<file path="src/rtl/core/lkf_pkg.sv">
package lkf_pkg;

  // sizing
  localparam int MAX_STATE   = 8;
  localparam int MAX_MEASURE = 8;
  localparam int MAX_CONTROL = 8;
  localparam int FRAC_BITS   = 16;

  localparam int DATA_W = 32;
  localparam int ADDR_W = 10;
  localparam int PROD_W = 2 * DATA_W;
  localparam int TERM_W = PROD_W - FRAC_BITS;
  localparam int ACC_W  = 56;

  // scratch memory regions, 64 words each, S takes regions 8 and 9
  localparam logic [3:0] RG_F   = 4'd0;
  localparam logic [3:0] RG_B   = 4'd1;
  localparam logic [3:0] RG_H   = 4'd2;
  localparam logic [3:0] RG_Q   = 4'd3;
  localparam logic [3:0] RG_R   = 4'd4;
  localparam logic [3:0] RG_P   = 4'd5;
  localparam logic [3:0] RG_FP  = 4'd6;
  localparam logic [3:0] RG_PP  = 4'd7;
  localparam logic [3:0] RG_PH  = 4'd10;
  localparam logic [3:0] RG_K   = 4'd11;
  localparam logic [3:0] RG_MK  = 4'd12;
  localparam logic [3:0] RG_VEC = 4'd13;
  localparam logic [2:0] S_BASE = 3'b100;

  // vector offsets inside the vector region
  localparam logic [5:0] OFF_X  = 6'd0;
  localparam logic [5:0] OFF_U  = 6'd8;
  localparam logic [5:0] OFF_Z  = 6'd16;
  localparam logic [5:0] OFF_XP = 6'd24;
  localparam logic [5:0] OFF_Y  = 6'd32;
  localparam int VEC_RESET_N    = 24;

  // accumulator operations
  localparam logic [2:0] ACC_HOLD = 3'd0;
  localparam logic [2:0] ACC_ZERO = 3'd1;
  localparam logic [2:0] ACC_ONE  = 3'd2;
  localparam logic [2:0] ACC_MEM  = 3'd3;
  localparam logic [2:0] ACC_ADD  = 3'd4;
  localparam logic [2:0] ACC_SUB  = 3'd5;

  // write data select
  localparam logic [2:0] WS_LOAD = 3'd0;
  localparam logic [2:0] WS_ACC  = 3'd1;
  localparam logic [2:0] WS_DIV  = 3'd2;
  localparam logic [2:0] WS_RDA  = 3'd3;
  localparam logic [2:0] WS_RDB  = 3'd4;

  // input commands and matrix ids
  localparam logic [1:0] CMD_LOAD_MAT  = 2'd0;
  localparam logic [1:0] CMD_LOAD_CTL  = 2'd1;
  localparam logic [1:0] CMD_LOAD_MEAS = 2'd2;
  localparam logic [1:0] CMD_STEP      = 2'd3;

  localparam logic [2:0] MID_F   = 3'd0;
  localparam logic [2:0] MID_B   = 3'd1;
  localparam logic [2:0] MID_H   = 3'd2;
  localparam logic [2:0] MID_Q   = 3'd3;
  localparam logic [2:0] MID_R   = 3'd4;
  localparam logic [2:0] MID_X   = 3'd5;
  localparam logic [2:0] MID_P   = 3'd6;
  localparam logic [2:0] MID_NONE = 3'd7;

  // configuration register indexes
  localparam logic [1:0] CFG_STATE   = 2'd0;
  localparam logic [1:0] CFG_MEASURE = 2'd1;
  localparam logic [1:0] CFG_CONTROL = 2'd2;

  typedef struct packed {
    logic              rd_en;
    logic [ADDR_W-1:0] rd_addr_a;
    logic [ADDR_W-1:0] rd_addr_b;
    logic              wr_en;
    logic [ADDR_W-1:0] wr_addr;
    logic [2:0]        wr_sel;
    logic [2:0]        acc_op;
    logic              mul_en;
    logic              mul_sel_f;
    logic              rnd_en;
    logic              f_cap;
    logic              piv_cap;
    logic              best_first;
    logic              best_upd;
    logic              div_start;
  } dp_cmd_t;

  typedef struct packed {
    logic abs_gt;
    logic abs_zero;
    logic best_zero;
    logic div_busy;
  } dp_stat_t;

  function automatic logic [ADDR_W-1:0] addr_mat(input logic [3:0] rg, input logic [2:0] r,
                                                 input logic [2:0] c);
    return {rg, r, c};
  endfunction

  function automatic logic [ADDR_W-1:0] addr_s(input logic [2:0] r, input logic [3:0] c);
    return {S_BASE, r, c};
  endfunction

  function automatic logic [ADDR_W-1:0] addr_vec(input logic [5:0] off);
    return {RG_VEC, off};
  endfunction

endpackage

</file>
<file path="src/rtl/core/lkf_ctrl.sv">
module lkf_ctrl import lkf_pkg::*; (
  input  logic       clk,
  input  logic       rst,
  input  logic       start,
  input  logic [1:0] command,
  input  logic [2:0] matrix_id,
  input  logic [2:0] row,
  input  logic [2:0] column,
  output logic       busy,
  input  logic       cfg_valid,
  output logic       cfg_ready,
  input  logic [1:0] cfg_index,
  input  logic [3:0] cfg_data,
  input  dp_stat_t   stat,
  output dp_cmd_t    cmd,
  output logic       result_valid,
  output logic [2:0] state_index,
  output logic       last,
  output logic       singular
);

  // sequencer states
  localparam logic [4:0] S_IDLE    = 5'd0;
  localparam logic [4:0] S_BEGIN   = 5'd1;
  localparam logic [4:0] S_INIT_RD = 5'd2;
  localparam logic [4:0] S_INIT    = 5'd3;
  localparam logic [4:0] S_RD      = 5'd4;
  localparam logic [4:0] S_MUL     = 5'd5;
  localparam logic [4:0] S_RND     = 5'd6;
  localparam logic [4:0] S_ACC     = 5'd7;
  localparam logic [4:0] S_WR      = 5'd8;
  localparam logic [4:0] S_NEXT    = 5'd9;
  localparam logic [4:0] S_SR_RD   = 5'd10;
  localparam logic [4:0] S_SR_CMP  = 5'd11;
  localparam logic [4:0] S_SW_RD   = 5'd12;
  localparam logic [4:0] S_SW_W1   = 5'd13;
  localparam logic [4:0] S_SW_W2   = 5'd14;
  localparam logic [4:0] S_PV_RD   = 5'd15;
  localparam logic [4:0] S_PV_CAP  = 5'd16;
  localparam logic [4:0] S_N_RD    = 5'd17;
  localparam logic [4:0] S_N_ST    = 5'd18;
  localparam logic [4:0] S_N_WT    = 5'd19;
  localparam logic [4:0] S_N_WR    = 5'd20;
  localparam logic [4:0] S_F_RD    = 5'd21;
  localparam logic [4:0] S_F_CAP   = 5'd22;
  localparam logic [4:0] S_O_RD    = 5'd23;
  localparam logic [4:0] S_O_OUT   = 5'd24;

  // phases of one filter step
  localparam logic [3:0] PH_FP  = 4'd0;
  localparam logic [3:0] PH_PP  = 4'd1;
  localparam logic [3:0] PH_PH  = 4'd2;
  localparam logic [3:0] PH_S   = 4'd3;
  localparam logic [3:0] PH_SI  = 4'd4;
  localparam logic [3:0] PH_GJ  = 4'd5;
  localparam logic [3:0] PH_GE  = 4'd6;
  localparam logic [3:0] PH_K   = 4'd7;
  localparam logic [3:0] PH_MK  = 4'd8;
  localparam logic [3:0] PH_P   = 4'd9;
  localparam logic [3:0] PH_XP  = 4'd10;
  localparam logic [3:0] PH_Y   = 4'd11;
  localparam logic [3:0] PH_X   = 4'd12;
  localparam logic [3:0] PH_OUT = 4'd13;

  logic [4:0] st;
  logic [3:0] phase;
  logic [2:0] i;
  logic [3:0] j;
  logic [4:0] l;
  logic [2:0] c;
  logic [2:0] p;
  logic       sing;
  logic [3:0] state_size;
  logic [3:0] measure_size;
  logic [3:0] control_size;

  logic [3:0] n;
  logic [3:0] m;
  logic [3:0] k;
  logic [3:0] ni;
  logic [4:0] nj;
  logic [4:0] nl;
  logic [2:0] j3;
  logic [2:0] l3;
  logic [2:0] lk;
  logic       l_lt_n;
  logic       i_last;
  logic       j_last;
  logic       l_last;
  logic       c_last;
  logic       ident;
  logic       init_mem;
  logic       sub;
  logic       use_f;
  logic       zero_next;
  logic [2:0] p_next;
  logic [ADDR_W-1:0] a_addr;
  logic [ADDR_W-1:0] b_addr;
  logic [ADDR_W-1:0] init_addr;
  logic [ADDR_W-1:0] dest_addr;
  logic [ADDR_W-1:0] load_addr;
  logic              load_ok;

  // active sizes
  assign n = (state_size == 4'd0) ? 4'd1 :
             (state_size > 4'(MAX_STATE)) ? 4'(MAX_STATE) : state_size;
  assign m = (measure_size == 4'd0) ? 4'd1 :
             (measure_size > 4'(MAX_MEASURE)) ? 4'(MAX_MEASURE) : measure_size;
  assign k = (control_size > 4'(MAX_CONTROL)) ? 4'(MAX_CONTROL) : control_size;

  assign j3     = j[2:0];
  assign l3     = l[2:0];
  assign lk     = 3'(l - {1'b0, n});
  assign l_lt_n = l < {1'b0, n};
  assign i_last = ({1'b0, i} == ni - 4'd1);
  assign j_last = ({1'b0, j} == nj - 5'd1);
  assign l_last = (5'(l + 5'd1) == nl);
  assign c_last = ({1'b0, c} == m - 4'd1);

  // loop bounds and addresses of each phase
  always_comb begin
    a_addr    = '0;
    b_addr    = '0;
    init_addr = '0;
    dest_addr = '0;
    init_mem  = 1'b0;
    ident     = 1'b0;
    sub       = 1'b0;
    use_f     = 1'b0;
    nl        = '0;
    ni        = n;
    nj        = {1'b0, n};
    unique case (phase)
      PH_FP: begin
        a_addr    = addr_mat(RG_F, i, l3);
        b_addr    = addr_mat(RG_P, l3, j3);
        dest_addr = addr_mat(RG_FP, i, j3);
        nl        = {1'b0, n};
      end
      PH_PP: begin
        init_mem  = 1'b1;
        init_addr = addr_mat(RG_Q, i, j3);
        a_addr    = addr_mat(RG_FP, i, l3);
        b_addr    = addr_mat(RG_F, j3, l3);
        dest_addr = addr_mat(RG_PP, i, j3);
        nl        = {1'b0, n};
      end
      PH_PH: begin
        a_addr    = addr_mat(RG_PP, i, l3);
        b_addr    = addr_mat(RG_H, j3, l3);
        dest_addr = addr_mat(RG_PH, i, j3);
        nl        = {1'b0, n};
        nj        = {1'b0, m};
      end
      PH_S: begin
        init_mem  = 1'b1;
        init_addr = addr_mat(RG_R, i, j3);
        a_addr    = addr_mat(RG_H, i, l3);
        b_addr    = addr_mat(RG_PH, l3, j3);
        dest_addr = addr_s(i, {1'b0, j3});
        nl        = {1'b0, n};
        ni        = m;
        nj        = {1'b0, m};
      end
      PH_SI: begin
        ident     = 1'b1;
        dest_addr = addr_s(i, {1'b0, j3} + m);
        ni        = m;
        nj        = {1'b0, m};
      end
      PH_GJ: begin
        ni = m;
        nj = {m, 1'b0};
      end
      PH_GE: begin
        init_mem  = 1'b1;
        init_addr = addr_s(i, j);
        b_addr    = addr_s(c, j);
        dest_addr = addr_s(i, j);
        use_f     = 1'b1;
        sub       = 1'b1;
        nl        = 5'd1;
        ni        = m;
        nj        = {m, 1'b0};
      end
      PH_K: begin
        a_addr    = addr_mat(RG_PH, i, l3);
        b_addr    = addr_s(l3, {1'b0, j3} + m);
        dest_addr = addr_mat(RG_K, i, j3);
        nl        = sing ? 5'd0 : {1'b0, m};
        nj        = {1'b0, m};
      end
      PH_MK: begin
        ident     = 1'b1;
        sub       = 1'b1;
        a_addr    = addr_mat(RG_K, i, l3);
        b_addr    = addr_mat(RG_H, l3, j3);
        dest_addr = addr_mat(RG_MK, i, j3);
        nl        = {1'b0, m};
      end
      PH_P: begin
        a_addr    = addr_mat(RG_MK, i, l3);
        b_addr    = addr_mat(RG_PP, l3, j3);
        dest_addr = addr_mat(RG_P, i, j3);
        nl        = {1'b0, n};
      end
      PH_XP: begin
        a_addr    = l_lt_n ? addr_mat(RG_F, i, l3) : addr_mat(RG_B, i, lk);
        b_addr    = l_lt_n ? addr_vec(OFF_X + {3'b000, l3}) : addr_vec(OFF_U + {3'b000, lk});
        dest_addr = addr_vec(OFF_XP + {3'b000, i});
        nl        = {1'b0, n} + {1'b0, k};
        nj        = 5'd1;
      end
      PH_Y: begin
        init_mem  = 1'b1;
        init_addr = addr_vec(OFF_Z + {3'b000, i});
        a_addr    = addr_mat(RG_H, i, l3);
        b_addr    = addr_vec(OFF_XP + {3'b000, l3});
        dest_addr = addr_vec(OFF_Y + {3'b000, i});
        sub       = 1'b1;
        nl        = {1'b0, n};
        ni        = m;
        nj        = 5'd1;
      end
      PH_X: begin
        init_mem  = 1'b1;
        init_addr = addr_vec(OFF_XP + {3'b000, i});
        a_addr    = addr_mat(RG_K, i, l3);
        b_addr    = addr_vec(OFF_Y + {3'b000, l3});
        dest_addr = addr_vec(OFF_X + {3'b000, i});
        nl        = {1'b0, m};
        nj        = 5'd1;
      end
      PH_OUT: begin
        a_addr = addr_vec(OFF_X + {3'b000, i});
        nj     = 5'd1;
      end
      default: begin
        nj = 5'd1;
      end
    endcase
  end

  // load target address
  always_comb begin
    load_ok   = 1'b1;
    load_addr = '0;
    unique case (command)
      CMD_LOAD_MAT: begin
        unique case (matrix_id)
          MID_F:   load_addr = addr_mat(RG_F, row, column);
          MID_B:   load_addr = addr_mat(RG_B, row, column);
          MID_H:   load_addr = addr_mat(RG_H, row, column);
          MID_Q:   load_addr = addr_mat(RG_Q, row, column);
          MID_R:   load_addr = addr_mat(RG_R, row, column);
          MID_X:   load_addr = addr_vec(OFF_X + {3'b000, row});
          MID_P:   load_addr = addr_mat(RG_P, row, column);
          MID_NONE: load_ok  = 1'b0;
          default: load_ok   = 1'b0;
        endcase
      end
      CMD_LOAD_CTL:  load_addr = addr_vec(OFF_U + {3'b000, row});
      CMD_LOAD_MEAS: load_addr = addr_vec(OFF_Z + {3'b000, row});
      default:       load_ok   = 1'b0;
    endcase
  end

  // pivot search outcome of the current row
  assign p_next    = (i != c && stat.abs_gt) ? i : p;
  assign zero_next = (i == c) ? stat.abs_zero : (!stat.abs_gt && stat.best_zero);

  // configuration registers
  always_ff @(posedge clk) begin
    if (rst) begin
      state_size   <= 4'd4;
      measure_size <= 4'd2;
      control_size <= 4'd0;
    end else if (cfg_valid && cfg_ready) begin
      unique case (cfg_index)
        CFG_STATE:   state_size   <= cfg_data;
        CFG_MEASURE: measure_size <= cfg_data;
        CFG_CONTROL: control_size <= cfg_data;
        default: ;
      endcase
    end
  end

  // sequencer
  always_ff @(posedge clk) begin
    if (rst) begin
      st    <= S_IDLE;
      phase <= PH_FP;
      i     <= '0;
      j     <= '0;
      l     <= '0;
      c     <= '0;
      p     <= '0;
      sing  <= 1'b0;
    end else begin
      unique case (st)
        S_IDLE: begin
          if (start && command == CMD_STEP) begin
            phase <= PH_FP;
            i     <= '0;
            j     <= '0;
            c     <= '0;
            sing  <= 1'b0;
            st    <= S_BEGIN;
          end
        end
        S_BEGIN: begin
          unique case (phase)
            PH_GJ: begin
              i  <= c;
              p  <= c;
              st <= S_SR_RD;
            end
            PH_GE: begin
              if (i == c) begin
                st <= S_NEXT;
              end else if (j == 4'd0) begin
                st <= S_F_RD;
              end else begin
                l  <= '0;
                st <= S_INIT_RD;
              end
            end
            PH_OUT: st <= S_O_RD;
            default: begin
              l  <= '0;
              st <= S_INIT_RD;
            end
          endcase
        end
        S_INIT_RD: st <= S_INIT;
        S_INIT:    st <= (nl == 5'd0) ? S_WR : S_RD;
        S_RD:      st <= S_MUL;
        S_MUL:     st <= S_RND;
        S_RND:     st <= S_ACC;
        S_ACC: begin
          l  <= l + 5'd1;
          st <= l_last ? S_WR : S_RD;
        end
        S_WR: st <= S_NEXT;
        S_NEXT: begin
          if (!j_last && !(phase == PH_GE && i == c)) begin
            j  <= j + 4'd1;
            st <= S_BEGIN;
          end else begin
            j <= '0;
            if (!i_last) begin
              i  <= i + 3'd1;
              st <= S_BEGIN;
            end else begin
              i <= '0;
              unique case (phase)
                PH_GE: begin
                  if (c_last) begin
                    phase <= PH_K;
                  end else begin
                    c     <= c + 3'd1;
                    phase <= PH_GJ;
                  end
                  st <= S_BEGIN;
                end
                PH_SI: begin
                  phase <= PH_GJ;
                  st    <= S_BEGIN;
                end
                PH_OUT: st <= S_IDLE;
                default: begin
                  phase <= phase + 4'd1;
                  st    <= S_BEGIN;
                end
              endcase
            end
          end
        end
        S_SR_RD: st <= S_SR_CMP;
        S_SR_CMP: begin
          p <= p_next;
          if (!i_last) begin
            i  <= i + 3'd1;
            st <= S_SR_RD;
          end else if (zero_next) begin
            sing  <= 1'b1;
            phase <= PH_K;
            i     <= '0;
            j     <= '0;
            st    <= S_BEGIN;
          end else begin
            i  <= '0;
            j  <= '0;
            st <= (p_next != c) ? S_SW_RD : S_PV_RD;
          end
        end
        S_SW_RD: st <= S_SW_W1;
        S_SW_W1: st <= S_SW_W2;
        S_SW_W2: begin
          if (j_last) begin
            j  <= '0;
            st <= S_PV_RD;
          end else begin
            j  <= j + 4'd1;
            st <= S_SW_RD;
          end
        end
        S_PV_RD: st <= S_PV_CAP;
        S_PV_CAP: begin
          j  <= '0;
          st <= S_N_RD;
        end
        S_N_RD: st <= S_N_ST;
        S_N_ST: st <= S_N_WT;
        S_N_WT: begin
          if (!stat.div_busy) begin
            st <= S_N_WR;
          end
        end
        S_N_WR: begin
          if (j_last) begin
            j     <= '0;
            i     <= '0;
            phase <= PH_GE;
            st    <= S_BEGIN;
          end else begin
            j  <= j + 4'd1;
            st <= S_N_RD;
          end
        end
        S_F_RD: st <= S_F_CAP;
        S_F_CAP: begin
          l  <= '0;
          st <= S_INIT_RD;
        end
        S_O_RD:  st <= S_O_OUT;
        S_O_OUT: st <= S_NEXT;
        default: st <= S_IDLE;
      endcase
    end
  end

  // datapath commands
  always_comb begin
    cmd = '0;
    cmd.acc_op = ACC_HOLD;
    cmd.wr_sel = WS_ACC;
    unique case (st)
      S_IDLE: begin
        cmd.wr_en   = start && command != CMD_STEP && load_ok;
        cmd.wr_addr = load_addr;
        cmd.wr_sel  = WS_LOAD;
      end
      S_INIT_RD: begin
        cmd.rd_en     = 1'b1;
        cmd.rd_addr_a = init_addr;
      end
      S_INIT: begin
        if (init_mem) begin
          cmd.acc_op = ACC_MEM;
        end else if (ident && i == j3) begin
          cmd.acc_op = ACC_ONE;
        end else begin
          cmd.acc_op = ACC_ZERO;
        end
      end
      S_RD: begin
        cmd.rd_en     = 1'b1;
        cmd.rd_addr_a = a_addr;
        cmd.rd_addr_b = b_addr;
      end
      S_MUL: begin
        cmd.mul_en    = 1'b1;
        cmd.mul_sel_f = use_f;
      end
      S_RND: cmd.rnd_en = 1'b1;
      S_ACC: cmd.acc_op = sub ? ACC_SUB : ACC_ADD;
      S_WR: begin
        cmd.wr_en   = 1'b1;
        cmd.wr_addr = dest_addr;
        cmd.wr_sel  = WS_ACC;
      end
      S_SR_RD: begin
        cmd.rd_en     = 1'b1;
        cmd.rd_addr_a = addr_s(i, {1'b0, c});
      end
      S_SR_CMP: begin
        cmd.best_first = (i == c);
        cmd.best_upd   = (i != c);
      end
      S_SW_RD: begin
        cmd.rd_en     = 1'b1;
        cmd.rd_addr_a = addr_s(c, j);
        cmd.rd_addr_b = addr_s(p, j);
      end
      S_SW_W1: begin
        cmd.wr_en   = 1'b1;
        cmd.wr_addr = addr_s(c, j);
        cmd.wr_sel  = WS_RDB;
      end
      S_SW_W2: begin
        cmd.wr_en   = 1'b1;
        cmd.wr_addr = addr_s(p, j);
        cmd.wr_sel  = WS_RDA;
      end
      S_PV_RD: begin
        cmd.rd_en     = 1'b1;
        cmd.rd_addr_a = addr_s(c, {1'b0, c});
      end
      S_PV_CAP: cmd.piv_cap = 1'b1;
      S_N_RD: begin
        cmd.rd_en     = 1'b1;
        cmd.rd_addr_a = addr_s(c, j);
      end
      S_N_ST: cmd.div_start = 1'b1;
      S_N_WR: begin
        cmd.wr_en   = 1'b1;
        cmd.wr_addr = addr_s(c, j);
        cmd.wr_sel  = WS_DIV;
      end
      S_F_RD: begin
        cmd.rd_en     = 1'b1;
        cmd.rd_addr_a = addr_s(i, {1'b0, c});
      end
      S_F_CAP: cmd.f_cap = 1'b1;
      S_O_RD: begin
        cmd.rd_en     = 1'b1;
        cmd.rd_addr_a = a_addr;
      end
      default: ;
    endcase
  end

  assign busy         = st != S_IDLE;
  assign cfg_ready    = 1'b1;
  assign result_valid = st == S_O_OUT;
  assign state_index  = i;
  assign last         = i_last;
  assign singular     = sing;

endmodule

</file>
<file path="config.mk">
export PLATFORM = sky130hd
export DESIGN_NAME = lkf_ctrl
export DESIGN_NICKNAME = d
export VERILOG_FILES = /design/src/rtl/core/lkf_pkg.sv /design/src/rtl/core/lkf_ctrl.sv
export SDC_FILE = /design/constraint.sdc
export NUM_CORES = 1
export LEC_CHECK = 0
export BUFFER_PORTS_ARGS = -buffer_cell sky130_fd_sc_hd__buf_4
export CORE_UTILIZATION = 35
export DETAILED_ROUTE_END_ITERATION = 16
export GPL_ROUTABILITY_DRIVEN = 0
export PLACE_DENSITY_LB_ADDON = 0.05
export SYNTH_ARGS = -nofsm -noshare
export SYNTH_HDL_FRONTEND = slang
export SYNTH_SLANG_ARGS = --single-unit
</file>
<file path="constraint.sdc">
create_clock -name clk -period 10.4 [get_ports clk]
set_input_delay 1.04 -clock clk [delete_from_list [all_inputs] [get_ports clk]]
set_output_delay 1.04 -clock clk [all_outputs]
set_load 0.01 [all_outputs]
</file>
==> results.md <==
STA:
- The worst-case hold slack is 494 ps.
- Measured against its own limit, the worst slew margin works out to 41.1%.
- The final count of pins violating max slew is 0.
- Setup repair after global routing left no endpoint under its margin.
- At the pin with the least slew margin, the transition time is 882 ps.
- After layout, the minimum clock period comes to 5010 ps.
- The final count of hold timing violations is 0.
- The worst path meets setup with 5390 ps of slack.
- Dividing the final minimum period by the clock period gives 48.2%.
- The final-layout setup total negative slack is 0 ps.
- Setup violations remaining at the end of the flow were counted as 0.
- The clock skew is 8.11 ps.
- Derived from the worst setup path, the maximum achievable clock frequency is 200 MHz.

Status:
- The flow ran to the end, and the final reports show no timing, DRC or antenna violations.

Setup path:
- Across all register-to-register paths, the minimum setup slack is 6110 ps.
- At the worst endpoint, the arrival time is 3970 ps.
- The end of the critical path is last.
- The launch point of the worst reg-to-reg path is phase[0].
- The worst register-to-register path ends at phase[1].
- The kind of launch point of the worst setup path is a flip-flop.
- The biggest fanout along the worst timing path is 24.
- The worst setup path is captured at an output port.
- The worst path required time is 9360 ps.
- Tracing the worst setup path back leads to its startpoint at phase[1].
- The logic depth of the worst register-to-register path is 13.
- The critical path in this run is classified as reg -> out.

Clock network:
- TritonCTS built the clock tree.
- The number of setup buffers added after CTS is 0.
- The number of buffers inserted for hold repair after clock tree synthesis is 0.
- In this run the clock root is driven by a sky130_fd_sc_hd__clkbuf_16.
- The total clock buffers created by CTS is 5.
- In this run, post-CTS repair resized a total of 0 instances.
- The deepest level of the CTS H-tree is 2.
- Counting every sink on the clock net gives 40.
- The later pin in the worst-skew pair is clocked with a latency of 290 ps.
- The clock-pin transition on the worst setup and hold timing paths is 70 ps.
- The clock passes through at most 2 buffers.

Yosys:
- The count of state elements after synthesis is 40.
- During synthesis, Yosys emitted a total of 0 warnings.
- Summing the areas of all and, or, nand and nor instances in the mapped netlist gives 27.1% of the synthesized area.
- The register area share after synthesis is 14.7%.
- The share of synthesized area in the top cell type comes to 14.7%.
- The number of enable-type register cells in the synthesized netlist is 0.
- The cell count after synthesis is 791.
- Summing the areas of all xor and xnor instances in the mapped netlist gives 5.78% of the synthesized area.
- The most common cell in the netlist is sky130_fd_sc_hd__nor2_1.
- By count the netlist is led by sky130_fd_sc_hd__nor2_1 (107), sky130_fd_sc_hd__a21oi_1 (61), sky130_fd_sc_hd__o21ai_0 (58).
- The dominant combinational cell family by area after synthesis is compound AO/OA/AOI/OAI gates.
- After synthesis, the cell types taking the most area are sky130_fd_sc_hd__dfxtp_1 (15%), sky130_fd_sc_hd__nor2_1 (7.4%), sky130_fd_sc_hd__ha_1 (6.2%), sky130_fd_sc_hd__a21oi_1 (5.6%), sky130_fd_sc_hd__o21ai_0 (5.3%).
- In the synthesized netlist the async set-or-reset flop fraction comes to 0%.
- Measured against the total synthesized area, the mux share comes to 4.24%.
- Summing the areas of all compound-gate instances in the mapped netlist gives 34.5% of the synthesized area.
- The net count after synthesis is 846.
- Of all cell types, the one taking the most synthesized area is sky130_fd_sc_hd__dfxtp_1.
- Among all flip-flop cells after synthesis, the most frequent one is sky130_fd_sc_hd__dfxtp_1.
- The arithmetic-cell share of the synthesized area counting full adders, half adders and majority gates is 7.29%.
- The area of the mapped netlist is 5460 um2.
- The post-synthesis area per instance is 6.90 um2.
- The count of distinct cell types in the synthesized netlist is 82.

Route:
- For this block, the routed nets add up to 23.4 mm of wire.
- The count of TritonRoute iterations in the first routing pass is 8.
- For this run, design rule violations remaining after detail routing come to 0.
- After detailed routing, the number of vias per cell comes to 6.37.
- The routed layout has 6474 vias.
- The routed wire length per instance is 23.0 um.
- The number of antenna-violating nets in the routed design is 0.
- The DRC violation total after the first TritonRoute iteration is 579.

Layout:
- Counting the fill cells in the layout gives 1659.
- The fraction of final layout cells with drive strength greater than 1 is 14.5%.
- The number of antenna repair diodes is 0.
- Leaving out filler cells and counting taps, the final layout contains 1017.
- The post-route core utilization is 41.0%.
- The area added between synthesis and finish is 14.3%.
- The cell area after layout is 6240 um2.
- For this run, the post-layout net count is 883.

Pwr:
- The internal power component is 0.452 mW.
- In this run switching power makes up 50.4% of total power.
- The largest vdd supply drop is 0.0853 mV.
- The cell area power density is 146 nW/um2.
- The power dissipated by switching net loads is 0.459 mW.
- In this run the static leakage power is 2.49 nW.
- The overall power after layout is 0.911 mW.
- The proportion of power drawn by flip-flops and latches is 20.9%.
- The share of total power dissipated in the clock network is 17.2%.
- The logic gate share of total power is 62.0%.

Placed design:
- In this run the tool buffered the top-level ports with 77 buffer cells.
- The final HPWL from detailed placement is 17.9 mm.
- OpenSTA, run right after detailed placement, puts the worst setup slack at 5790 ps.
- The number of cells in the design after placement is 1009.
- The placed standard-cell area is 6090 um2.

Global route:
- Global routing used 28.7% of the available tracks.
- Entering global routing, the biggest net connects 44 pins.
- The number of global-route vias before repair is 6099.
- The sum of overflow across all layers after global routing is 0.
- The number of antenna violations at the first check in global routing is 0.
- The first global-routing pass estimated 35.6 mm of wire.

Die:
- The number of cell rows is 45.
- The area of the core is 15200 um2.
- The width of the chip is 127 um.
- The top-level I/O count is 79.
- The die covers 16100 um2.
- The vertical die dimension is 127 um.
- Once the floorplan was initialized, standard cells occupied 35.9% of the core.

Worst hold path:
- The class of the most critical hold timing path is reg -> reg.

Flow run:
- The max-cap violation count is 0.
[worst max-delay path, cell delays in order (launching register included)]
cell and delay, ps:
sky130_fd_sc_hd__dfxtp_1 400, sky130_fd_sc_hd__ha_1 700, sky130_fd_sc_hd__nand2b_1 290, sky130_fd_sc_hd__o21ai_2 210, sky130_fd_sc_hd__mux2i_1 360, sky130_fd_sc_hd__ha_1 210, sky130_fd_sc_hd__xor2_1 260, sky130_fd_sc_hd__nand2_1 90
sky130_fd_sc_hd__mux2_2 270, sky130_fd_sc_hd__a21oi_1 200, sky130_fd_sc_hd__nand2_1 290, sky130_fd_sc_hd__inv_1 240, sky130_fd_sc_hd__buf_4 150
[layout by cell type, fill, tap and decap left out, drive strengths merged, types with 8 or more instances in the layout]
cell type / synthesis / final
a211oi: 11 / 11
a22oi: 14 / 14
nor2b: 18 / 18
o21a: 10 / 10
a22o: 14 / 14
buf: 24 / 86
mux2i: 22 / 22
o21ai: 62 / 62
dfxtp: 40 / 40
a21oi: 62 / 62
nand2b: 16 / 16
nand3: 30 / 30
a222oi: 8 / 8
nor2: 110 / 110
or2: 9 / 9
inv: 26 / 26
nor3: 15 / 15
ha: 27 / 27
xor2: 12 / 12
o22ai: 12 / 12
a21o: 8 / 8
xnor2: 24 / 24
nand2: 55 / 55
a31oi: 10 / 10
a221oi: 9 / 9
[registers in the layout, indices dropped and copies added (netlist names)]
signal / flops
state_index: 3
control_size: 4
st: 5
c: 3
p: 3
phase: 4
measure_size: 4
singular: 1
j: 4
state_size: 4
l: 5
[how the worst min path moves through the flow]
stage / end / slack [ps] / from / cells past startpoint
global placement: control_size[2] / 470 / control_size[2] / 2
CTS: control_size[2] / 500 / control_size[2] / 2
finish: control_size[2] / 490 / control_size[2] / 2
global route: control_size[2] / 540 / control_size[2] / 2
floorplan: measure_size[0] / 450 / measure_size[0] / 2
detailed placement: control_size[2] / 480 / control_size[2] / 2
[metal layers]
| layer | vias to the layer above | routed length (um) | global-route usage, % |
|---|---|---|---|
| met5 | - | 0 | 0 |
| met4 | 0 | 785 | 9.52 |
| met3 | 63 | 1940 | 5.82 |
| met2 | 347 | 10700 | 47.0 |
| met1 | 3073 | 9970 | 37.6 |
| li1 | 2991 | - | - |
[power by group through the flow]
stage                     clock network (mW)  registers, mW  logic (mW)
after floorplan                            0          0.182       0.389
after global placement                     0          0.193       0.544
after detailed placement                   0          0.193       0.546
after CTS                              0.159          0.190       0.549
after global routing                   0.165          0.191       0.610
final                                  0.157          0.190       0.565
[kinds of logic (layout without fill, tap and decap cells)]
group                      Yosys count  in the layout
DFF                                 40             40
buffers and inverters               83            121
muxes                               23             23
other                                1              1
xor gates and xnor gates            36             36
AOI/OAI and AO/OA                  276            276
and+or+nand+nor                    302            302
adders and majority gates           30             30
[final cells by class]
type                       instances  area [um2]  share of cell area (%)
multi-input combinational        668        4310                    69.1
clock inverter                     3        18.8                   0.301
tap                              188         235                    3.77
sequential                        40         801                    12.8
timing repair buffer              86         646                    10.4
clock buffer                       5         125                    2.01
inverter                          27         101                    1.62
(Power assumes the default switching activity.)
